### config.mk
export PLATFORM = sky130hd
export DESIGN_NAME = sha1_message_digest
export DESIGN_NICKNAME = d
export VERILOG_FILES = /design/src/sha1md_pkg.sv /design/src/sha1md_ctrl.sv /design/src/sha1md_dp.sv /design/src/sha1_message_digest.sv
export SDC_FILE = /design/constraint.sdc
export NUM_CORES = 2
export LEC_CHECK = 0
export BUFFER_PORTS_ARGS = -buffer_cell sky130_fd_sc_hd__clkbuf_2
export CORE_ASPECT_RATIO = 0.6
export CORE_MARGIN = 2
export CORE_UTILIZATION = 40
export CTS_CLUSTER_DIAMETER = 50
export DETAILED_ROUTE_END_ITERATION = 10
export GPL_ROUTABILITY_DRIVEN = 0
export SLEW_MARGIN = 40
export SYNTH_ARGS = -nofsm -noshare
export SYNTH_HDL_FRONTEND = slang
export SYNTH_HIERARCHICAL = 1
export SYNTH_SLANG_ARGS = --single-unit
### constraint.sdc
create_clock -name i_clk -period 6 [get_ports i_clk]
set_input_delay 1.2 -clock i_clk [delete_from_list [all_inputs] [get_ports i_clk]]
set_output_delay 1.2 -clock i_clk [all_outputs]
set_load 0.02 [all_outputs]
### src/sha1md_pkg.sv
`default_nettype none
package sha1md_pkg;

    localparam int HASH_WORDS  = 5;
    localparam int BLOCK_WORDS = 16;
    localparam int ROUNDS      = 80;
    localparam int COUNT_W     = 61;
    localparam int ROUND_W     = 7;
    localparam int POS_W       = 6;
    localparam int IDX_W       = 3;

    localparam logic [7:0] PAD_FIRST_BYTE = 8'h80;
    localparam logic [IDX_W-1:0] LAST_IDX = 3'd4;
    localparam logic [ROUND_W-1:0] LAST_ROUND = 7'd79;
    localparam logic [POS_W-1:0] BLOCK_END_POS = 6'd63;
    localparam logic [POS_W-1:0] PAD_END_POS = 6'd55;

    localparam logic [31:0] INIT_H [HASH_WORDS] = '{
        32'h67452301, 32'hEFCDAB89, 32'h98BADCFE, 32'h10325476, 32'hC3D2E1F0
    };

    typedef struct packed {
        logic [7:0] msg_byte;
        logic       byte_present;
        logic       end_of_message;
    } t_in_item;

    typedef struct packed {
        logic [31:0]      digest_word;
        logic [IDX_W-1:0] word_index;
        logic             last_word;
    } t_out_item;

    // Commands from the sequencer to the datapath
    typedef struct packed {
        logic               take_byte;
        logic               pad_byte;
        logic [POS_W-1:0]   pad_pos;
        logic               pad_first;
        logic               len_wr;
        logic               load_vars;
        logic               do_round;
        logic [ROUND_W-1:0] round;
        logic               add_chain;
        logic               restart;
        logic [IDX_W-1:0]   out_idx;
    } t_dp_cmd;

    function automatic logic [31:0] round_const(input logic [ROUND_W-1:0] r);
        logic [31:0] k;
        if (r < 7'd20) begin
            k = 32'h5A827999;
        end else if (r < 7'd40) begin
            k = 32'h6ED9EBA1;
        end else if (r < 7'd60) begin
            k = 32'h8F1BBCDC;
        end else begin
            k = 32'hCA62C1D6;
        end
        return k;
    endfunction

    function automatic logic [31:0] round_func(input logic [ROUND_W-1:0] r,
                                               input logic [31:0] b,
                                               input logic [31:0] c,
                                               input logic [31:0] d);
        logic [31:0] f;
        if (r < 7'd20) begin
            f = (b & c) | (~b & d);
        end else if (r < 7'd40) begin
            f = b ^ c ^ d;
        end else if (r < 7'd60) begin
            f = (b & c) | (b & d) | (c & d);
        end else begin
            f = b ^ c ^ d;
        end
        return f;
    endfunction

endpackage
`default_nettype wire

### src/sha1md_ctrl.sv
`default_nettype none
module sha1md_ctrl (
    input  wire                          i_clk,
    input  wire                          i_rst_n,
    input  wire                          i_in_valid,
    input  wire                          i_byte_present,
    input  wire                          i_end_of_message,
    input  wire                          i_out_stall,
    input  wire  [sha1md_pkg::POS_W-1:0] i_cnt_pos,
    output logic                         o_in_stall,
    output logic                         o_out_valid,
    output sha1md_pkg::t_dp_cmd          o_cmd
);
    import sha1md_pkg::*;

    localparam logic [2:0] S_IDLE  = 3'd0;
    localparam logic [2:0] S_PAD   = 3'd1;
    localparam logic [2:0] S_LEN   = 3'd2;
    localparam logic [2:0] S_ROUND = 3'd3;
    localparam logic [2:0] S_ADD   = 3'd4;
    localparam logic [2:0] S_OUT   = 3'd5;

    logic [2:0]         r_state, n_state;
    logic [2:0]         r_ret, n_ret;
    logic [ROUND_W-1:0] r_round, n_round;
    logic [POS_W-1:0]   r_pad, n_pad;
    logic               r_first, n_first;
    logic [IDX_W-1:0]   r_idx, n_idx;
    logic               accept;

    assign accept      = i_in_valid && (r_state == S_IDLE);
    assign o_in_stall  = (r_state != S_IDLE);
    assign o_out_valid = (r_state == S_OUT);

    always_comb begin
        n_state = r_state;
        n_ret   = r_ret;
        n_round = r_round;
        n_pad   = r_pad;
        n_first = r_first;
        n_idx   = r_idx;
        o_cmd   = '0;
        o_cmd.pad_pos   = r_pad;
        o_cmd.pad_first = r_first;
        o_cmd.round     = r_round;
        o_cmd.out_idx   = r_idx;
        unique case (r_state)
            S_IDLE: begin
                if (accept) begin
                    o_cmd.take_byte = i_byte_present;
                    n_pad   = i_cnt_pos + POS_W'(i_byte_present);
                    n_first = 1'b1;
                    priority if (i_byte_present && i_cnt_pos == BLOCK_END_POS) begin
                        o_cmd.load_vars = 1'b1;
                        n_round = '0;
                        n_state = S_ROUND;
                        n_ret   = i_end_of_message ? S_PAD : S_IDLE;
                    end else if (i_end_of_message) begin
                        n_state = S_PAD;
                    end else begin
                        n_state = S_IDLE;
                    end
                end
            end
            S_PAD: begin
                o_cmd.pad_byte = 1'b1;
                n_first = 1'b0;
                priority if (r_pad == BLOCK_END_POS) begin
                    o_cmd.load_vars = 1'b1;
                    n_pad   = '0;
                    n_round = '0;
                    n_state = S_ROUND;
                    n_ret   = S_PAD;
                end else if (r_pad == PAD_END_POS) begin
                    n_state = S_LEN;
                end else begin
                    n_pad = r_pad + POS_W'(1);
                end
            end
            S_LEN: begin
                o_cmd.len_wr    = 1'b1;
                o_cmd.load_vars = 1'b1;
                n_round = '0;
                n_idx   = '0;
                n_state = S_ROUND;
                n_ret   = S_OUT;
            end
            S_ROUND: begin
                o_cmd.do_round = 1'b1;
                if (r_round == LAST_ROUND) begin
                    n_round = '0;
                    n_state = S_ADD;
                end else begin
                    n_round = r_round + ROUND_W'(1);
                end
            end
            S_ADD: begin
                o_cmd.add_chain = 1'b1;
                n_state = r_ret;
            end
            S_OUT: begin
                if (!i_out_stall) begin
                    if (r_idx == LAST_IDX) begin
                        o_cmd.restart = 1'b1;
                        n_state = S_IDLE;
                    end else begin
                        n_idx = r_idx + IDX_W'(1);
                    end
                end
            end
            default: begin
                n_state = S_IDLE;
            end
        endcase
    end

    always_ff @(posedge i_clk) begin
        if (!i_rst_n) begin
            r_state <= S_IDLE;
            r_ret   <= S_IDLE;
            r_round <= '0;
            r_pad   <= '0;
            r_first <= 1'b0;
            r_idx   <= '0;
        end else begin
            r_state <= n_state;
            r_ret   <= n_ret;
            r_round <= n_round;
            r_pad   <= n_pad;
            r_first <= n_first;
            r_idx   <= n_idx;
        end
    end

endmodule
`default_nettype wire

### src/sha1md_dp.sv
`default_nettype none
module sha1md_dp (
    input  wire                          i_clk,
    input  wire                          i_rst_n,
    input  sha1md_pkg::t_dp_cmd          i_cmd,
    input  wire  [7:0]                   i_msg_byte,
    output logic [sha1md_pkg::POS_W-1:0] o_cnt_pos,
    output sha1md_pkg::t_out_item        o_out_data
);
    import sha1md_pkg::*;

    logic [31:0]        r_w [BLOCK_WORDS];
    logic [31:0]        r_v [HASH_WORDS];
    logic [31:0]        r_h [HASH_WORDS];
    logic [COUNT_W-1:0] r_cnt;

    logic               wr_en;
    logic [POS_W-1:0]   wr_pos;
    logic [7:0]         wr_byte;
    logic [3:0]         wr_word;
    logic [63:0]        bit_len;
    logic [31:0]        sched_new;
    logic [31:0]        round_t;

    assign o_cnt_pos = r_cnt[POS_W-1:0];

    // one byte write port shared by message bytes and padding bytes
    assign wr_en   = i_cmd.take_byte || i_cmd.pad_byte;
    assign wr_pos  = i_cmd.take_byte ? r_cnt[POS_W-1:0] : i_cmd.pad_pos;
    assign wr_byte = i_cmd.take_byte ? i_msg_byte
                   : (i_cmd.pad_first ? PAD_FIRST_BYTE : 8'h00);
    assign wr_word = wr_pos[POS_W-1:2];
    assign bit_len = {r_cnt, 3'b000};

    assign sched_new = {r_w[13] ^ r_w[8] ^ r_w[2] ^ r_w[0]} << 1
                     | (r_w[13] ^ r_w[8] ^ r_w[2] ^ r_w[0]) >> 31;
    assign round_t = {r_v[0][26:0], r_v[0][31:27]}
                   + round_func(i_cmd.round, r_v[1], r_v[2], r_v[3])
                   + r_v[4] + r_w[0] + round_const(i_cmd.round);

    // block words: byte writes while filling, the bit length at the end, a sliding window while compressing
    always_ff @(posedge i_clk) begin
        if (i_cmd.do_round) begin
            for (int i = 0; i < BLOCK_WORDS - 1; i++) begin
                r_w[i] <= r_w[i+1];
            end
            r_w[BLOCK_WORDS-1] <= sched_new;
        end else if (i_cmd.len_wr) begin
            r_w[BLOCK_WORDS-2] <= bit_len[63:32];
            r_w[BLOCK_WORDS-1] <= bit_len[31:0];
        end else if (wr_en) begin
            unique case (wr_pos[1:0])
                2'd0: r_w[wr_word]        <= {wr_byte, 24'h000000};
                2'd1: r_w[wr_word][23:16] <= wr_byte;
                2'd2: r_w[wr_word][15:8]  <= wr_byte;
                2'd3: r_w[wr_word][7:0]   <= wr_byte;
                default: r_w[wr_word][7:0] <= wr_byte;
            endcase
        end
    end

    always_ff @(posedge i_clk) begin
        if (i_cmd.load_vars) begin
            for (int i = 0; i < HASH_WORDS; i++) begin
                r_v[i] <= r_h[i];
            end
        end else if (i_cmd.do_round) begin
            r_v[0] <= round_t;
            r_v[1] <= r_v[0];
            r_v[2] <= {r_v[1][1:0], r_v[1][31:2]};
            r_v[3] <= r_v[2];
            r_v[4] <= r_v[3];
        end
    end

    always_ff @(posedge i_clk) begin
        if (!i_rst_n || i_cmd.restart) begin
            for (int i = 0; i < HASH_WORDS; i++) begin
                r_h[i] <= INIT_H[i];
            end
            r_cnt <= '0;
        end else begin
            if (i_cmd.add_chain) begin
                for (int i = 0; i < HASH_WORDS; i++) begin
                    r_h[i] <= r_h[i] + r_v[i];
                end
            end
            if (i_cmd.take_byte) begin
                r_cnt <= r_cnt + COUNT_W'(1);
            end
        end
    end

    always_comb begin
        o_out_data.digest_word = r_h[0];
        unique case (i_cmd.out_idx)
            3'd0: o_out_data.digest_word = r_h[0];
            3'd1: o_out_data.digest_word = r_h[1];
            3'd2: o_out_data.digest_word = r_h[2];
            3'd3: o_out_data.digest_word = r_h[3];
            3'd4: o_out_data.digest_word = r_h[4];
            default: o_out_data.digest_word = r_h[0];
        endcase
        o_out_data.word_index = i_cmd.out_idx;
        o_out_data.last_word  = (i_cmd.out_idx == LAST_IDX);
    end

endmodule
`default_nettype wire

### src/sha1_message_digest.sv
`default_nettype none
// SHA-1 digest engine, one message byte per transaction.
//
// Input channel (i_in_valid / o_in_stall / i_in_data): each transaction carries
// a byte (used when byte_present is set) and an end_of_message flag. A
// transaction with neither flag set is ignored.
// Output channel (o_out_valid / i_out_stall / o_out_data): five transactions
// per message, H0 through H4, the last flagged with last_word.
//
// Throughput: a byte is taken every cycle while a block fills; the 64th byte
// of a block starts a compression that holds the input through its 80 rounds
// on the single shared round unit and the chaining add.
// Finishing a message pads one byte per cycle up to position 55, writes the
// length and compresses, plus one more pad sweep and compression when fewer
// than 9 block bytes remain. The digest words then stream out in order.
// The input is stalled whenever the engine is not waiting for a byte.
// A stall on the output holds the current digest word and freezes the engine.
// Reset (synchronous, active low) loads the initial hash, clears the length
// and returns to waiting for bytes; after the last digest word the same
// restart happens, ready for the next message.
module sha1_message_digest (
    input  wire                    i_clk,
    input  wire                    i_rst_n,
    input  wire                    i_in_valid,
    output logic                   o_in_stall,
    input  sha1md_pkg::t_in_item   i_in_data,
    output logic                   o_out_valid,
    input  wire                    i_out_stall,
    output sha1md_pkg::t_out_item  o_out_data
);
    import sha1md_pkg::*;

    t_dp_cmd          cmd;
    logic [POS_W-1:0] cnt_pos;

    // sequencer: byte intake, padding, round count, digest readout
    sha1md_ctrl u_ctrl (
        .i_clk            (i_clk),
        .i_rst_n          (i_rst_n),
        .i_in_valid       (i_in_valid),
        .i_byte_present   (i_in_data.byte_present),
        .i_end_of_message (i_in_data.end_of_message),
        .i_out_stall      (i_out_stall),
        .i_cnt_pos        (cnt_pos),
        .o_in_stall       (o_in_stall),
        .o_out_valid      (o_out_valid),
        .o_cmd            (cmd)
    );

    // datapath: block window, round unit, chaining hash, length counter
    sha1md_dp u_dp (
        .i_clk      (i_clk),
        .i_rst_n    (i_rst_n),
        .i_cmd      (cmd),
        .i_msg_byte (i_in_data.msg_byte),
        .o_cnt_pos  (cnt_pos),
        .o_out_data (o_out_data)
    );

endmodule
`default_nettype wire

Word-level counts from Yosys, hierarchy flattened:

Memory sizes are Yosys's and may differ from the RTL's.
Index checks and enable logic that the tools add are counted.

* flip-flop bits (word level): 84
* word-level logic and storage cells: 202
* memories kept: 3
* output and inout bits: 38
* memory bits (writable): 832

Memory list
* u_dp.r_w: words 16, bits a word 32, read ports 16, clocked after memory_dff 0, write ports 16, RTL line sha1md_dp.sv:12 `logic [31:0] r_w [BLOCK_WORDS];`
* u_dp.r_h: words 5, bits a word 32, read ports 5, clocked after memory_dff 0, write ports 5, RTL line sha1md_dp.sv:14 `logic [31:0] r_h [HASH_WORDS];`
* u_dp.r_v: words 5, bits a word 32, read ports 5, clocked after memory_dff 0, write ports 5, RTL line sha1md_dp.sv:13 `logic [31:0] r_v [HASH_WORDS];`

* add/subtract/negate cells: 14
* muxes and demuxes: 102
* bitwise operators: 29
* equality and inequality tests: 25
* $lt $le $gt $ge: 3
* reductions and logical operators: 19

Operator list (number)
* $mux 32: 18
* $add 32x32->32: 9
* $xor 32x32->32: 5
* $and 32x32->32: 4
* $pmux 32 s4: 1
* $or 32x32->32: 3
* $add 61x1->61 const B: 1
* $mux 1: 48
* $mux 8: 5
* $mux 3: 12
* $not 32->32: 1
* $or 32x1->32: 1
* $reduce_or 32->1: 1
* $mux 31: 1
* $mux 7: 4
* $pmux 7 s4: 1
* $mux 6: 4
* $eq 6x6->1 const B: 3
* $pmux 3 s6: 1
* $or 1x1->1: 15
* $lt 7x6->1 const B: 2
* $eq 3x2->1 const B: 4
* $pmux 6 s2: 1
* $eq 3x3->1 const B: 3
* other kinds (30): 44

Depth between registers and ports, before layout:

* depth in word-level cells: 14
* mapped depth: 25
* depth with buffers taken out: 23

Modules after synthesis:

The synthesis kept the hierarchy.

Modules (own cells, without submodules)
* sha1md_dp: area each 52250.1 µm², instances 1, cells each 5217
* sha1md_ctrl: area each 1534.0 µm², instances 1, cells each 176

Worst setup path before layout:

No wires, ideal clock.

* kind: register -> register
* start: register u_ctrl.r_round[5]
* end: memory u_dp.r_v[0][24] (data pin)
* cell stages (with the launch flop): 24
* path slack: 0.383 ns
* clock period less this slack: 5.617 ns
* data arrival time: 5.339 ns
* required time: 5.722 ns
* path buffers: 2
* cells stage by stage: dfxtp_1 -> o21ai_0 -> nor3_2 -> inv_1 -> nand2_1 -> clkbuf_1 -> clkbuf_1 -> nor2_1 -> nor2_1 -> fa_1 -> fa_1 -> inv_1 -> fa_1 -> inv_1 -> ha_1 -> a21o_1 -> a21oi_1 -> nor3_1 -> o31ai_1 -> a211oi_1 -> a311oi_1 -> a21oi_1 -> mux2i_1 -> o311ai_0

RTL lines
* from (decl): RTL line sha1md_ctrl.sv:25 `logic [ROUND_W-1:0] r_round, n_round;`
* from (signal assigned): RTL line sha1md_ctrl.sv:128 `r_round <= n_round;`
* to (decl): RTL line sha1md_dp.sv:13

==> flow_metrics.env <==
export IMPL_layoutNonFillerInstCount=7282
export IMPL_slew_limit_headroom=0.385
export IMPL_numPortBuffers=51
export IMPL_postCtsSetupBuffers=0
export IMPL_worst_ir_drop_vdd_uv=254
export IMPL_post_route_drc_count=0
export IMPL_number_of_instances_in_the_synthesized_netlist=5393
export IMPL_core_area_sq_um=134000
export IMPL_crit_buf_inv=5
export IMPL_holdBufCountCts=0
export IMPL_die_area_sq_um=138000
export IMPL_setup_clock_skew_after_layout_ps=39.7
export IMPL_die_width_um=477
export IMPL_grt_setup_unrepaired="yes"
export IMPL_hold_viol=0
export IMPL_fillCellCount=12700
export IMPL_yosysWarningCount=6
export IMPL_syn2layout_area_growth_pct=10.7
export IMPL_syn_cell_area_sq_um=53800
export IMPL_drtAntennaViolNets=0
export IMPL_cts_root_buffer="sky130_fd_sc_hd__clkbuf_16"
export IMPL_numPlacedInstances=7095
export IMPL_worst_setup_end_kind="register"
export IMPL_cts_tree="done"
export IMPL_min_delay_path_class="register to register"
export IMPL_post_route_period_util=0.943
export IMPL_dr_total_vias=42300
export IMPL_critical_path_top_delay_family="adder cells"
export IMPL_place_hpwl_um=129000
export IMPL_drt_initial_drc_count=5703
export IMPL_io_pin_count=52
export IMPL_synth_edf_count=832
export IMPL_setup_worst_path_class="register to register"
export IMPL_grt_overflow=0
export IMPL_final_nets=5755
export IMPL_grt_max_degree=138
export IMPL_grt_first_pass_wirelength_um=258000
export IMPL_drt_pass1_iterations=7
export IMPL_timing_critical_path_arrival_ps=6090
export IMPL_route_final_wire_length_um=176000
export IMPL_vias_in_the_first_global_route=38400
export IMPL_layout_cells_sized_above_1=0.0770
export IMPL_static_leakage_power_uw=0.0229
export IMPL_htree_levels=3
export IMPL_syn_mean_instance_area_sq_um=9.97
export IMPL_cts_repair_resize_count=0
export IMPL_row_count=104
export IMPL_number_of_setup_violations_in_the_final_report=0
export IMPL_via_per_inst=5.81
export IMPL_synth_async_sr_flop_share=0
export IMPL_antenna_violations_before_repair=3
export IMPL_netlist_cell_type_count=111
export IMPL_fin_hold_ws_ps=463
export IMPL_path_cells="and3_1 > nor3_2 > inv_1 > nand2_2 > buf_4 > buf_4 > nor2_1 > nor2_1 > fa_1 > fa_1 > inv_1 > fa_1 > inv_1 > ha_1 > and3_1 > a311oi_1 > nand2_1 > a311o_1 > and3_1 > o41ai_1 > a21oi_1"
export IMPL_synth_yosys_seq_area_share=0.495
export IMPL_fin_ws_ps=344
export IMPL_required_ps=6440
export IMPL_die_height_um=288
export IMPL_mappedNetlistNets=5753
export IMPL_yosys_register_bits=915
export IMPL_maxCapViolCount=0
export IMPL_slowest_stage="sky130_fd_sc_hd__fa_1"
export IMPL_worst_setup_hold_path_clk_slew_ps=60
export IMPL_ys_dominant_reg_cell="sky130_fd_sc_hd__edfxtp_1"
export IMPL_max_clock_freq_mhz=177
export IMPL_cts_buffers=99
export IMPL_outcome="completed"
export IMPL_numClockSinks=915
export IMPL_clk_path_buf_depth=3
export IMPL_tightestPinTransition_ps=919
export IMPL_final_min_clock_period_ps=5660
export IMPL_power_density_nw_per_um2=335
export IMPL_critical_path_peak_fanout=12
export IMPL_grtUsageTotal=0.251
export IMPL_setup_worst_path_start_class="register"
export IMPL_utilization=0.445
export IMPL_initial_utilization=0.402
export IMPL_worst_setup_slack_before_clock_tree_synthesis_ps=159
export IMPL_critical_path_max_stage_delay_ps=510
export IMPL_worst_skew_pair_late_latency_ps=750
export IMPL_timing_max_transition_violations_final=0
export IMPL_wl_per_cell_um=24.2
path summary, 6_finish.rpt:
| kind | start | to | slack (ps) | depth (start not counted) |
|---|---|---|---|---|
| max reg2reg | u_ctrl/r_round[2]$_SDFFE_PN0P_ | u_dp/r_v[0][31]$_DFFE_PP_ | 340 | 21 |
| min | u_ctrl/r_ret[0]$_SDFFE_PN0P_ | u_ctrl/r_ret[0]$_SDFFE_PN0P_ | 460 | 2 |
| min reg2reg | u_ctrl/r_ret[0]$_SDFFE_PN0P_ | u_ctrl/r_ret[0]$_SDFFE_PN0P_ | 460 | 2 |
| max | u_ctrl/r_round[2]$_SDFFE_PN0P_ | u_dp/r_v[0][31]$_DFFE_PP_ | 340 | 21 |
area by class of cell:
type                       instances  area, sq um  area share
timing repair buffer             151         1110      0.0186
clock inverter                    60          573     0.00962
multi-input combinational       4009        25500       0.428
sequential                       915        26600       0.447
inverter                         219          831      0.0139
antenna                            2         5.00   0.0000840
clock buffer                     124         2640      0.0444
tap                             1802         2250      0.0379
layer usage:
layer,up-vias,track usage,part of all wire
met5,-,0,0.000051
met4,2,0.0563,0.020
met3,188,0.108,0.15
met2,2269,0.311,0.37
met1,20600,0.390,0.47
li1,19200,-,-
Yosys cell counts, types with 33 or more instances:
| master | instances | area share |
|---|---|---|
| sky130_fd_sc_hd__nand2_1 | 1192 | 0.083 |
| sky130_fd_sc_hd__edfxtp_1 | 832 | 0.46 |
| sky130_fd_sc_hd__o21ai_0 | 565 | 0.053 |
| sky130_fd_sc_hd__nor2_1 | 299 | 0.021 |
| sky130_fd_sc_hd__ha_1 | 226 | 0.053 |
| sky130_fd_sc_hd__inv_1 | 217 | 0.015 |
| sky130_fd_sc_hd__clkbuf_1 | 207 | 0.014 |
| sky130_fd_sc_hd__xnor2_1 | 186 | 0.030 |
| sky130_fd_sc_hd__a21oi_1 | 179 | 0.017 |
| sky130_fd_sc_hd__fa_1 | 120 | 0.045 |
| sky130_fd_sc_hd__nand3_1 | 114 | 0.011 |
| sky130_fd_sc_hd__nand2b_1 | 104 | 0.012 |
| sky130_fd_sc_hd__xor2_1 | 94 | 0.015 |
| sky130_fd_sc_hd__a21o_1 | 84 | 0.012 |
| sky130_fd_sc_hd__dfxtp_1 | 83 | 0.031 |
| sky130_fd_sc_hd__a22oi_1 | 71 | 0.0099 |
| sky130_fd_sc_hd__nor2b_1 | 56 | 0.0065 |
| sky130_fd_sc_hd__nor3_1 | 50 | 0.0047 |
| sky130_fd_sc_hd__a31oi_1 | 49 | 0.0057 |
| sky130_fd_sc_hd__o21a_1 | 39 | 0.0054 |
| sky130_fd_sc_hd__or3_1 | 39 | 0.0045 |
| sky130_fd_sc_hd__and3_1 | 38 | 0.0044 |
| sky130_fd_sc_hd__a22o_1 | 37 | 0.0060 |
| sky130_fd_sc_hd__mux2i_1 | 33 | 0.0061 |
| sky130_fd_sc_hd__o211ai_1 | 33 | 0.0046 |
flip-flops by register name, indices dropped and copies added, names as in the netlist:
register,count
u_ctrl/r_ret,2
u_ctrl/r_idx,3
u_dp/r_cnt,61
u_ctrl/r_state,3
u_dp/r_h,160
u_dp/r_v,160
u_ctrl/r_first,1
u_ctrl/r_round,7
u_ctrl/r_pad,6
u_dp/r_w,512
cells by family after synthesis:
kind of cell               synth area share
adders and majority gates            0.0972
and+or+nand+nor                       0.166
xor gates and xnor gates             0.0456
muxes                               0.00719
buffers and inverters                0.0350
AOI/OAI and AO/OA                     0.154
DFF                                   0.495
report_power, final:
group | total [uW] | switching, uW | leakage, uW | internal [uW]
sequential | 7920 | 446 | 0.00810 | 7470
combinational | 5840 | 3640 | 0.0132 | 2200
clock | 6230 | 2870 | 0.00156 | 3360
worst register-to-register path: stages (launching register included):
cell and delay, ps:
sky130_fd_sc_hd__dfxtp_1 360, sky130_fd_sc_hd__and3_1 230, sky130_fd_sc_hd__nor3_2 180, sky130_fd_sc_hd__inv_1 110
sky130_fd_sc_hd__nand2_2 230, sky130_fd_sc_hd__buf_4 280, sky130_fd_sc_hd__buf_4 220, sky130_fd_sc_hd__nor2_1 50
sky130_fd_sc_hd__nor2_1 140, sky130_fd_sc_hd__fa_1 460, sky130_fd_sc_hd__fa_1 510, sky130_fd_sc_hd__inv_1 50
sky130_fd_sc_hd__fa_1 500, sky130_fd_sc_hd__inv_1 40, sky130_fd_sc_hd__ha_1 350, sky130_fd_sc_hd__and3_1 210
sky130_fd_sc_hd__a311oi_1 370, sky130_fd_sc_hd__nand2_1 110, sky130_fd_sc_hd__a311o_1 390, sky130_fd_sc_hd__and3_1 200
sky130_fd_sc_hd__o41ai_1 250, sky130_fd_sc_hd__a21oi_1 120
per-stage QoR:
step | TNS (ps) | cell area, sq um | power, uW
2_1_floorplan | 0 | 53800 | 11900
3_3_place_gp | 0 | 56100 | 13600
3_5_place_dp | 0 | 56200 | 13700
4_1_cts | 0 | 59500 | 19900
5_1_grt | -4.57 | 59600 | 21000
6_report | 0 | 59600 | 20000
layout by cell type, fill, tap and decap left out, types with 12 or more instances in the layout:
master / netlist / layout
sky130_fd_sc_hd__clkbuf_1: 207 / 19
sky130_fd_sc_hd__a31oi_1: 49 / 49
sky130_fd_sc_hd__inv_1: 217 / 217
sky130_fd_sc_hd__clkbuf_16: 0 / 100
sky130_fd_sc_hd__nand4_1: 32 / 32
sky130_fd_sc_hd__edfxtp_1: 832 / 832
sky130_fd_sc_hd__nor3_1: 50 / 50
sky130_fd_sc_hd__and2_1: 18 / 16
sky130_fd_sc_hd__xor2_1: 94 / 93
sky130_fd_sc_hd__o21bai_1: 19 / 19
sky130_fd_sc_hd__a21o_1: 84 / 84
sky130_fd_sc_hd__a211oi_1: 32 / 32
sky130_fd_sc_hd__or3_1: 39 / 39
sky130_fd_sc_hd__o32ai_1: 20 / 20
sky130_fd_sc_hd__and3_1: 38 / 38
sky130_fd_sc_hd__nand2_1: 1192 / 1182
sky130_fd_sc_hd__a22o_1: 37 / 37
sky130_fd_sc_hd__a22oi_1: 71 / 71
sky130_fd_sc_hd__clkinv_2: 0 / 12
sky130_fd_sc_hd__nor2_1: 299 / 297
sky130_fd_sc_hd__buf_4: 13 / 92
sky130_fd_sc_hd__nor2b_1: 56 / 54
sky130_fd_sc_hd__o21ai_1: 25 / 28
sky130_fd_sc_hd__nand3_1: 114 / 101
sky130_fd_sc_hd__clkbuf_2: 2 / 51
sky130_fd_sc_hd__dfxtp_1: 83 / 81
sky130_fd_sc_hd__o31ai_1: 19 / 18
sky130_fd_sc_hd__fa_1: 120 / 120
sky130_fd_sc_hd__o21ai_0: 565 / 561
sky130_fd_sc_hd__mux2i_1: 33 / 32
sky130_fd_sc_hd__nand3_2: 0 / 13
sky130_fd_sc_hd__o21a_1: 39 / 39
sky130_fd_sc_hd__clkinv_1: 1 / 13
sky130_fd_sc_hd__a21oi_1: 179 / 179
sky130_fd_sc_hd__nand2b_1: 104 / 100
sky130_fd_sc_hd__o211ai_1: 33 / 33
sky130_fd_sc_hd__xnor2_1: 186 / 186
sky130_fd_sc_hd__ha_1: 226 / 226
sky130_fd_sc_hd__or2_2: 16 / 15
sky130_fd_sc_hd__o22ai_1: 27 / 27
Note: power is estimated with default switching activity, not from simulation.
